`src/amf_pkg.sv`:
```
package amf_pkg;

  localparam int SAMPLE_W    = 16;
  localparam int COEF_W      = 16;
  localparam int NUM_COEF    = 4;
  localparam int REG_W       = 64;
  localparam int ORDER_W     = 3;
  localparam int DELAY_W     = 4;
  localparam int CFG_IDX_W   = 3;
  localparam int TAP_W       = 4;
  localparam int ROUND_SHIFT = 14;

  localparam logic [CFG_IDX_W-1:0] CFG_A_COEFFS    = 3'd0;
  localparam logic [CFG_IDX_W-1:0] CFG_B_COEFFS    = 3'd1;
  localparam logic [CFG_IDX_W-1:0] CFG_A_ORDER     = 3'd2;
  localparam logic [CFG_IDX_W-1:0] CFG_B_ORDER     = 3'd3;
  localparam logic [CFG_IDX_W-1:0] CFG_INPUT_DELAY = 3'd4;

  typedef struct packed {
    logic signed [SAMPLE_W-1:0] in_sample;
    logic signed [SAMPLE_W-1:0] noise_sample;
  } in_beat_t;

  typedef struct packed {
    logic signed [SAMPLE_W-1:0] out_sample;
    logic                       saturated;
  } out_beat_t;

  typedef enum logic [2:0] {
    OP_LOAD,
    OP_BTAP,
    OP_ATAP,
    OP_NOP,
    OP_ROUND,
    OP_EMIT
  } op_e;

  typedef enum logic [2:0] {
    S_LOAD,
    S_BTAP,
    S_ATAP,
    S_DRAIN,
    S_ROUND,
    S_EMIT
  } step_e;

  typedef struct packed {
    op_e   op;
    logic  wait_in;
    logic  wait_out;
    logic  loop;
    step_e nxt;
  } uword_t;

  typedef struct packed {
    logic             load;
    logic             tap;
    logic             tap_a;
    logic [TAP_W-1:0] tap_idx;
    logic             round;
    logic             emit;
  } ctrl_t;

  // microcode ROM: one control word per step
  function automatic uword_t ucode(input step_e s);
    uword_t w;
    unique case (s)
      S_LOAD:  w = '{op: OP_LOAD,  wait_in: 1'b1, wait_out: 1'b0, loop: 1'b0, nxt: S_BTAP};
      S_BTAP:  w = '{op: OP_BTAP,  wait_in: 1'b0, wait_out: 1'b0, loop: 1'b1, nxt: S_ATAP};
      S_ATAP:  w = '{op: OP_ATAP,  wait_in: 1'b0, wait_out: 1'b0, loop: 1'b1, nxt: S_DRAIN};
      S_DRAIN: w = '{op: OP_NOP,   wait_in: 1'b0, wait_out: 1'b0, loop: 1'b0, nxt: S_ROUND};
      S_ROUND: w = '{op: OP_ROUND, wait_in: 1'b0, wait_out: 1'b0, loop: 1'b0, nxt: S_EMIT};
      S_EMIT:  w = '{op: OP_EMIT,  wait_in: 1'b0, wait_out: 1'b1, loop: 1'b0, nxt: S_LOAD};
      default: w = '{op: OP_NOP,   wait_in: 1'b0, wait_out: 1'b0, loop: 1'b0, nxt: S_LOAD};
    endcase
    return w;
  endfunction

endpackage

```
`src/amf_seq.sv`:
```
module amf_seq #(
  parameter int MAX_ORDER = 4
) (
  input  logic                         clk_i,
  input  logic                         rst_ni,
  input  logic                         in_valid_i,
  input  logic                         out_free_i,
  input  logic [amf_pkg::ORDER_W-1:0]  a_order_i,
  input  logic [amf_pkg::ORDER_W-1:0]  b_order_i,
  output logic                         in_ready_o,
  output amf_pkg::ctrl_t               ctrl_o
);
  import amf_pkg::*;

  step_e            step_q, step_d;
  logic [TAP_W-1:0] cnt_q, cnt_d;
  uword_t           uw;
  logic [TAP_W-1:0] na, nb, lim;
  logic             go, more;

  always_comb begin
    na = (TAP_W'(a_order_i) > TAP_W'(MAX_ORDER)) ? TAP_W'(MAX_ORDER) : TAP_W'(a_order_i);
    nb = (TAP_W'(b_order_i) > TAP_W'(MAX_ORDER)) ? TAP_W'(MAX_ORDER) : TAP_W'(b_order_i);
  end

  always_comb begin
    uw   = ucode(step_q);
    lim  = (uw.op == OP_ATAP) ? na : nb;
    go   = 1'b1;
    if (uw.wait_in) begin
      go = in_valid_i;
    end
    if (uw.wait_out) begin
      go = out_free_i;
    end
    more   = uw.loop && (cnt_q < lim);
    step_d = step_q;
    cnt_d  = cnt_q;
    if (more) begin
      cnt_d = cnt_q + TAP_W'(1);
    end else if (go) begin
      step_d = uw.nxt;
      cnt_d  = '0;
    end
  end

  always_comb begin
    in_ready_o     = uw.wait_in;
    ctrl_o.load    = (uw.op == OP_LOAD) && go;
    ctrl_o.tap     = more;
    ctrl_o.tap_a   = (uw.op == OP_ATAP);
    ctrl_o.tap_idx = cnt_q;
    ctrl_o.round   = (uw.op == OP_ROUND);
    ctrl_o.emit    = (uw.op == OP_EMIT) && go;
  end

  always_ff @(posedge clk_i or negedge rst_ni) begin
    if (!rst_ni) begin
      step_q <= S_LOAD;
      cnt_q  <= '0;
    end else begin
      step_q <= step_d;
      cnt_q  <= cnt_d;
    end
  end

endmodule

```
`src/amf_hist.sv`:
```
module amf_hist #(
  parameter int HISTORY_DEPTH = 32
) (
  input  logic                                clk_i,
  input  logic                                rst_ni,
  input  amf_pkg::ctrl_t                      ctrl_i,
  input  logic signed [amf_pkg::SAMPLE_W-1:0] wdata_i,
  input  logic [amf_pkg::DELAY_W-1:0]         delay_i,
  output logic signed [amf_pkg::SAMPLE_W-1:0] rdata_o
);
  import amf_pkg::*;

  localparam int AW = $clog2(HISTORY_DEPTH);
  localparam int PW = AW + 1;
  localparam int DW = (PW > DELAY_W) ? PW : DELAY_W;

  logic signed [SAMPLE_W-1:0] mem [HISTORY_DEPTH];
  logic [HISTORY_DEPTH-1:0]   valid_q;
  logic [AW-1:0]              pos_q, pos_d;
  logic [AW-1:0]              addr_q, addr_d;
  logic signed [SAMPLE_W-1:0] rd_q;
  logic                       rv_q;
  logic [DW-1:0]              dly, doff_full;
  logic [AW-1:0]              doff;
  logic [PW-1:0]              start;

  always_comb begin
    dly       = DW'(delay_i);
    doff_full = (dly >= DW'(HISTORY_DEPTH)) ? dly - DW'(HISTORY_DEPTH) : dly;
    doff      = doff_full[AW-1:0];
    start     = PW'(pos_q) + PW'(HISTORY_DEPTH) - PW'(doff);
    if (start >= PW'(HISTORY_DEPTH)) begin
      start = start - PW'(HISTORY_DEPTH);
    end
    pos_d  = pos_q;
    addr_d = addr_q;
    if (ctrl_i.load) begin
      pos_d  = (pos_q == AW'(HISTORY_DEPTH - 1)) ? '0 : pos_q + AW'(1);
      addr_d = start[AW-1:0];
    end else if (ctrl_i.tap && !ctrl_i.tap_a) begin
      addr_d = (addr_q == '0) ? AW'(HISTORY_DEPTH - 1) : addr_q - AW'(1);
    end
  end

  always_ff @(posedge clk_i or negedge rst_ni) begin
    if (!rst_ni) begin
      pos_q   <= '0;
      addr_q  <= '0;
      valid_q <= '0;
      rv_q    <= 1'b0;
    end else begin
      pos_q  <= pos_d;
      addr_q <= addr_d;
      if (ctrl_i.load) begin
        valid_q[pos_q] <= 1'b1;
      end
      rv_q <= valid_q[addr_q];
    end
  end

  always_ff @(posedge clk_i) begin
    if (ctrl_i.load) begin
      mem[pos_q] <= wdata_i;
    end
    rd_q <= mem[addr_q];
  end

  // never-written slots read as zero
  assign rdata_o = rv_q ? rd_q : '0;

endmodule

```
`src/amf_mac.sv`:
```
module amf_mac #(
  parameter int MAX_ORDER = 4
) (
  input  logic                                clk_i,
  input  logic                                rst_ni,
  input  amf_pkg::ctrl_t                      ctrl_i,
  input  logic [amf_pkg::REG_W-1:0]           a_coeffs_i,
  input  logic [amf_pkg::REG_W-1:0]           b_coeffs_i,
  input  logic signed [amf_pkg::SAMPLE_W-1:0] noise_i,
  input  logic signed [amf_pkg::SAMPLE_W-1:0] hist_i,
  input  logic                                out_ready_i,
  output logic                                out_valid_o,
  output amf_pkg::out_beat_t                  out_data_o,
  output logic                                out_free_o
);
  import amf_pkg::*;

  localparam int SW    = SAMPLE_W;
  localparam int PRW   = SW + COEF_W;
  localparam int ACC_W = PRW + $clog2(2 * MAX_ORDER) + 1;
  localparam int YF_W  = ACC_W - ROUND_SHIFT;
  localparam int YI_W  = (MAX_ORDER > 1) ? $clog2(MAX_ORDER) : 1;
  localparam logic signed [ACC_W-1:0] RBIAS = ACC_W'(1) << (ROUND_SHIFT - 1);
  localparam logic signed [SW-1:0] S_MAX = {1'b0, {(SW-1){1'b1}}};
  localparam logic signed [SW-1:0] S_MIN = {1'b1, {(SW-1){1'b0}}};

  logic signed [SW-1:0]     yh_q [MAX_ORDER];
  logic signed [SW-1:0]     noise_q, y_q, a_op_s1_q;
  logic signed [COEF_W-1:0] coef_s1_q, coef;
  logic                     v1_q, sub1_q, v2_q, sub2_q;
  logic signed [PRW-1:0]    prod_q;
  logic signed [ACC_W-1:0]  acc_q, rsum, prod_ext;
  logic signed [YF_W-1:0]   yf;
  logic signed [SW-1:0]     ysat, osat, opnd;
  logic [SW:0]              osum;
  logic                     yovf, oovf, clip_q, out_valid_q;
  logic [REG_W-1:0]         pk;
  out_beat_t                out_q;

  always_comb begin
    pk   = ctrl_i.tap_a ? a_coeffs_i : b_coeffs_i;
    coef = (ctrl_i.tap_idx < TAP_W'(NUM_COEF)) ?
           pk[{ctrl_i.tap_idx[1:0], 4'b0000} +: COEF_W] : '0;
    opnd = sub1_q ? a_op_s1_q : hist_i;
    prod_ext = {{(ACC_W-PRW){prod_q[PRW-1]}}, prod_q};
  end

  always_comb begin
    rsum = acc_q + RBIAS;
    yf   = rsum[ACC_W-1:ROUND_SHIFT];
    yovf = !((&yf[YF_W-1:SW-1]) || !(|yf[YF_W-1:SW-1]));
    ysat = yovf ? (yf[YF_W-1] ? S_MIN : S_MAX) : yf[SW-1:0];
    osum = {y_q[SW-1], y_q} + {noise_q[SW-1], noise_q};
    oovf = osum[SW] ^ osum[SW-1];
    osat = oovf ? (osum[SW] ? S_MIN : S_MAX) : osum[SW-1:0];
  end

  assign out_free_o = !out_valid_q || out_ready_i;

  always_ff @(posedge clk_i or negedge rst_ni) begin
    if (!rst_ni) begin
      v1_q        <= 1'b0;
      v2_q        <= 1'b0;
      out_valid_q <= 1'b0;
      for (int i = 0; i < MAX_ORDER; i++) begin
        yh_q[i] <= '0;
      end
    end else begin
      v1_q <= ctrl_i.tap;
      v2_q <= v1_q;
      if (ctrl_i.emit) begin
        out_valid_q <= 1'b1;
      end else if (out_ready_i) begin
        out_valid_q <= 1'b0;
      end
      if (ctrl_i.round) begin
        for (int i = MAX_ORDER - 1; i > 0; i--) begin
          yh_q[i] <= yh_q[i-1];
        end
        yh_q[0] <= ysat;
      end
    end
  end

  always_ff @(posedge clk_i) begin
    if (ctrl_i.load) begin
      noise_q <= noise_i;
    end
    if (ctrl_i.tap) begin
      coef_s1_q <= coef;
      sub1_q    <= ctrl_i.tap_a;
      a_op_s1_q <= yh_q[ctrl_i.tap_idx[YI_W-1:0]];
    end
    if (v1_q) begin
      prod_q <= coef_s1_q * opnd;
      sub2_q <= sub1_q;
    end
    if (ctrl_i.load) begin
      acc_q <= '0;
    end else if (v2_q) begin
      acc_q <= sub2_q ? acc_q - prod_ext : acc_q + prod_ext;
    end
    if (ctrl_i.round) begin
      y_q    <= ysat;
      clip_q <= yovf;
    end
    if (ctrl_i.emit) begin
      out_q.out_sample <= osat;
      out_q.saturated  <= clip_q | oovf;
    end
  end

  assign out_valid_o = out_valid_q;
  assign out_data_o  = out_q;

endmodule

```
`src/arx_model_filter_unit.sv`:
```
// ARX model filter: y = sum b_i*u[k-d-i] - sum a_j*y[k-j], output y + noise.
// Input channel in_valid_i/in_ready_o carries one beat: plant sample and noise
// sample, both signed Q4.12. Output channel out_valid_o/out_ready_i returns one
// beat per input: saturated sample and a clip flag.
// Configuration goes through cfg_we_i/cfg_idx_i/cfg_data_i, which the user must
// write only while idle; the block does not enforce this. Indices: 0 a_coeffs,
// 1 b_coeffs, 2 a_order, 3 b_order, 4 input_delay. A microcode sequencer steps
// one shared multiply-accumulate unit through the taps in turn, with load,
// loop-exit, drain, round and emit steps around them. The tap counts nb, na are
// the orders clipped to MAX_ORDER. A new beat is taken only after the previous
// one has passed the emit step, and in_ready_o is high only in the load step.
// The output register holds a result until taken; the next beat
// is accepted and computed meanwhile, and the sequencer waits in its emit step
// only if the previous result is still unclaimed.
// Reset clears configuration, histories and the write position, so outputs
// equal the noise until configured. Stored history slots start as zero through
// per-slot valid bits, no clearing pass is needed.
module arx_model_filter_unit #(
  parameter int MAX_ORDER     = 4,
  parameter int HISTORY_DEPTH = 32
) (
  input  logic                              clk_i,
  input  logic                              rst_ni,
  input  logic                              in_valid_i,
  output logic                              in_ready_o,
  input  amf_pkg::in_beat_t                 in_data_i,
  output logic                              out_valid_o,
  input  logic                              out_ready_i,
  output amf_pkg::out_beat_t                out_data_o,
  input  logic                              cfg_we_i,
  input  logic [amf_pkg::CFG_IDX_W-1:0]     cfg_idx_i,
  input  logic [amf_pkg::REG_W-1:0]         cfg_data_i
);
  import amf_pkg::*;

  logic [REG_W-1:0]    a_coeffs_q, b_coeffs_q;
  logic [ORDER_W-1:0]  a_order_q, b_order_q;
  logic [DELAY_W-1:0]  delay_q;
  ctrl_t               ctrl;
  logic                out_free;
  logic signed [SAMPLE_W-1:0] hist_data;

  always_ff @(posedge clk_i or negedge rst_ni) begin
    if (!rst_ni) begin
      a_coeffs_q <= '0;
      b_coeffs_q <= '0;
      a_order_q  <= '0;
      b_order_q  <= '0;
      delay_q    <= '0;
    end else if (cfg_we_i) begin
      unique case (cfg_idx_i)
        CFG_A_COEFFS:    a_coeffs_q <= cfg_data_i;
        CFG_B_COEFFS:    b_coeffs_q <= cfg_data_i;
        CFG_A_ORDER:     a_order_q  <= cfg_data_i[ORDER_W-1:0];
        CFG_B_ORDER:     b_order_q  <= cfg_data_i[ORDER_W-1:0];
        CFG_INPUT_DELAY: delay_q    <= cfg_data_i[DELAY_W-1:0];
        default: ;
      endcase
    end
  end

  amf_seq #(
    .MAX_ORDER(MAX_ORDER)
  ) u_seq (
    .clk_i      (clk_i),
    .rst_ni     (rst_ni),
    .in_valid_i (in_valid_i),
    .out_free_i (out_free),
    .a_order_i  (a_order_q),
    .b_order_i  (b_order_q),
    .in_ready_o (in_ready_o),
    .ctrl_o     (ctrl)
  );

  amf_hist #(
    .HISTORY_DEPTH(HISTORY_DEPTH)
  ) u_hist (
    .clk_i   (clk_i),
    .rst_ni  (rst_ni),
    .ctrl_i  (ctrl),
    .wdata_i (in_data_i.in_sample),
    .delay_i (delay_q),
    .rdata_o (hist_data)
  );

  amf_mac #(
    .MAX_ORDER(MAX_ORDER)
  ) u_mac (
    .clk_i       (clk_i),
    .rst_ni      (rst_ni),
    .ctrl_i      (ctrl),
    .a_coeffs_i  (a_coeffs_q),
    .b_coeffs_i  (b_coeffs_q),
    .noise_i     (in_data_i.noise_sample),
    .hist_i      (hist_data),
    .out_ready_i (out_ready_i),
    .out_valid_o (out_valid_o),
    .out_data_o  (out_data_o),
    .out_free_o  (out_free)
  );

endmodule
```
`config.mk`:
```
export PLATFORM = sky130hd
export DESIGN_NAME = arx_model_filter_unit
export DESIGN_NICKNAME = d
export VERILOG_FILES = /design/src/amf_pkg.sv /design/src/amf_seq.sv /design/src/amf_hist.sv /design/src/amf_mac.sv /design/src/arx_model_filter_unit.sv
export SDC_FILE = /design/constraint.sdc
export NUM_CORES = 2
export LEC_CHECK = 0
export CORE_ASPECT_RATIO = 0.8
export CORE_MARGIN = 5
export CORE_UTILIZATION = 25
export DETAILED_ROUTE_END_ITERATION = 10
export DONT_BUFFER_PORTS = 1
export MAX_ROUTING_LAYER = met4
export PLACE_DENSITY = 0.34
export SLEW_MARGIN = 20
export SYNTH_ARGS = -nofsm -noshare
export SYNTH_HDL_FRONTEND = slang
export SYNTH_HIERARCHICAL = 1
export SYNTH_SLANG_ARGS = --single-unit
```
`constraint.sdc`:
```
create_clock -name clk_i -period 18.87 [get_ports clk_i]
set_clock_uncertainty 0.05 [all_clocks]
set_input_delay 3.774 -clock clk_i [delete_from_list [all_inputs] [get_ports clk_i]]
set_output_delay 3.774 -clock clk_i [all_outputs]
set_load 0.05 [all_outputs]
```
==> impl_results.md <==
* Status: finished, final reports clean
* Hold Crit Start: u_hist/valid_q[18]
* Routed wire per std cell at 22.72 microns
* Initial antenna violation count at 9
* CP Capture Type: flop
* Post-synthesis sequential area ratio at 0.5155
* Fin. Hold Viols at 0
* Area delta synth->final at 13.18%
* Commonest non-fill, non-tap cell in the layout: edfxtp_1
* Most frequent cells in the layout: edfxtp_1 (628), inv_1 (341), fa_1 (265)
* Final net count at 4176
* Layout cell share with drive strength beyond 1 at 0.1868
* Num CTS Buffers at 108
* Max incr delay on CP at 0.91 ns
* Worst path slowest cell: edfxtp_1
* Startpoint types: flop
* Post-CTS Hold Fix Bufs at 0
* Initial core utilization at 0.2510
* Worst hold endpoint: u_hist/valid_q[18]
* Critical path class: reg -> reg
* Largest cells by area after synthesis: edfxtp_1 (37%), dfrtp_1 (13%), fa_1 (10%)
* Final Setup Violations at 0
* Core area at 203100 sq um
* Number of detailed-route iterations in the first pass at 5
* Seq cells post-synth at 935
* Die H at 413.9 microns
* Final max-slew violation count at 0
* Cell chain of the critical path: mux2_2 > nand2_1 > inv_1 > fa_1 > fa_1 > fa_1 > fa_1 > fa_1 > inv_1 > fa_1 > inv_1 > ha_1 > and3_1 > and3_4 > a2111oi_2 > nor4b_1 > a221o_1 > or4_1 > a311o_1 > o31ai_2 > xnor2_1
* RR Endpoint: u_mac/prod_q[31]
* Final GP Congestion at between 0.7 and 0.8
* Multi-input gate area in the final layout at 22610 sq um
* Row Count at 148
* Avg Cell Area, Syn at 13.99 sq um
* Yosys warns at 6
* Die W at 514.9 microns
* Slew headroom at 0.2353
* CTS H-tree depth at 3
* Vias/cell at roughly 4.4
* Clock root buffer: clkbuf_16
* Syn Nets at 4161
* WP data required at 19.25 ns
* Reg2reg start: u_mac/sub1_q
* RSZ-0062 raised after global routing: no
* GRT Util Overall at 0.1420
* Worst skew pair latency at 0.75 ns
* Worst min path class: reg -> reg
* CP Max Fanout at 17
* Drt initial violations at 1838
* Area share of the largest cell type after synthesis at 0.3699
* CTS tree: done
* Clk sink count at between 900 and 1000
* Dpl hpwl at 97880 microns
* Reg2Reg Depth at 21
* Via Count at roughly 29000
* Worst Tran Pin Value at about 1.1 ns
* Number of synthesized flops with an enable pin at 628
* Reg2reg setup slack at ~11 ns
* Main synth FF type: edfxtp_1
* Minimum clock period at 8.134 ns
* Fraction of registers with async set/reset at 0.2727
* Number of port buffers at 0
* Filler cell count at 20490
* Sequential standard cell area at 26290 sq um
* Total gr overflow at 0
* Syn Inst Count at 3644
* DRC viols at 0
* Routed Antenna Nets at 0
* F_max at roughly 120 MHz
* Clock Tree Buf Depth at 3
* Hold Crit Depth at 1
* Count of cell types in the netlist at 94
* Clock transition at the registers of the reported paths at 0.06 ns
* Max-cap violations at 0
* Die ar. at 213100 sq um
* Area leader, netlist: edfxtp_1
* Critical Path AT at 8.51 ns
* Final core utilization at 0.2841
* Post-Route WL at around 150000 microns
* Fin Setup TNS at 0 ns
* First-pass GRT wire length at 217300 microns
* CP most frequent cell: fa_1
* Post-CTS sizing at 0
* Number of global-route vias before repair at just over 30000
* Largest net degree at the start of global routing at 256
* Synth Cell Area at 50980 sq um
* Critical Path Start: u_mac/sub1_q
* I/O pins at 123
* Fin crit share at 0.4310
* Setup repair bufs after CTS at 0
## how the worst max path moves through the flow
stage / to / slack [ns] / cells after the start
after floorplan: u_hist/mem[20][0] / 11.11 / 5
after global placement: u_mac/prod_q[31] / 10.72 / 21
after detailed placement: u_mac/prod_q[31] / 10.69 / 21
after CTS: u_mac/prod_q[31] / 10.65 / 21
after global routing: u_mac/prod_q[31] / 10.33 / 23
final: u_mac/prod_q[31] / 10.74 / 21
## Yosys cell counts, types with 94 or more instances
cell type,number
a21oi_1,121
clkbuf_1,94
dfrtp_1,255
edfxtp_1,628
fa_1,265
ha_1,148
inv_1,341
mux2_2,94
mux2_4,120
mux2i_1,110
mux4_2,150
nand2_1,193
nor2_1,160
## through the flow
step	instance area (sq um)	hold WS, ns	cells	setup WS (ns)
after global placement	54080	0.3988	6249	10.72
final	57700	0.4147	6473	10.74
after detailed placement	54080	0.3976	6249	10.69
after CTS	57650	0.4129	6453	10.65
after global routing	57670	0.4262	6460	10.33
after floorplan	50980	0.3744	3644	11.11
## flip-flops by register name, indices dropped and copies added, names as in the netlist, 17 cells and up
signal and cells:
u_hist/valid_q 32, b_coeffs_q 64, u_hist/mem 512, u_mac/yh_q 64, u_mac/prod_q 32, a_coeffs_q 64
u_mac/out_data_o 17, u_mac/acc_q 36
## kinds of logic (layout without fill, tap and decap cells)
group	count (synthesis)	after routing	share of synthesized area
multiplexers	475	475	0.1442
XOR/XNOR	120	120	0.02062
AO/OA/AOI/OAI	467	467	0.06219
AND/OR/NAND/NOR	724	724	0.07208
other	0	20	0
buffers and inverters	506	615	0.04430
flip-flops	935	935	0.5155
adder cells (fa/ha/maj)	417	417	0.1412
## routing by layer
layer | share of wire | wire length, microns | track usage | vias to the layer above
met1 | 0.52 | 77130 | 0.2152 | 14870
met4 | 0.014 | 2125 | 0.02377 | 0
met2 | 0.40 | 59500 | 0.1938 | 503
met3 | 0.056 | 8301 | 0.03276 | 146
li1 | - | - | - | 13180
met5 | 0 | 0 | - | -
## area by class of cell
| type | count | share of cell area |
|---|---|---|
| well taps | 2700 | 0.05854 |
| repair buffers | 69 | 0.008977 |
| clock buffers | 178 | 0.05560 |
| diodes | 20 | 0.0008673 |
| clock inverters | 26 | 0.006288 |
| inverters | 342 | 0.02225 |
| flip-flops and latches | 935 | 0.4556 |
| multi-input cells | 2203 | 0.3918 |
## worst max-delay path: cells and delay by family (launching register included)
| family | cells | cell delay [ns] |
|---|---|---|
| multiplexers | 1 | 0.59 |
| flip-flops | 1 | 0.91 |
| buffers and inverters | 3 | 0.20 |
| XOR/XNOR | 1 | 0.11 |
| AND/OR/NAND/NOR | 5 | 1.12 |
| AO/OA/AOI/OAI | 4 | 1.28 |
| adder cells (fa/ha/maj) | 7 | 3.59 |
Power is left out: the tool's default activity adds up to more than one toggle a clock period on the data nets, which glitch-free logic cannot reach.
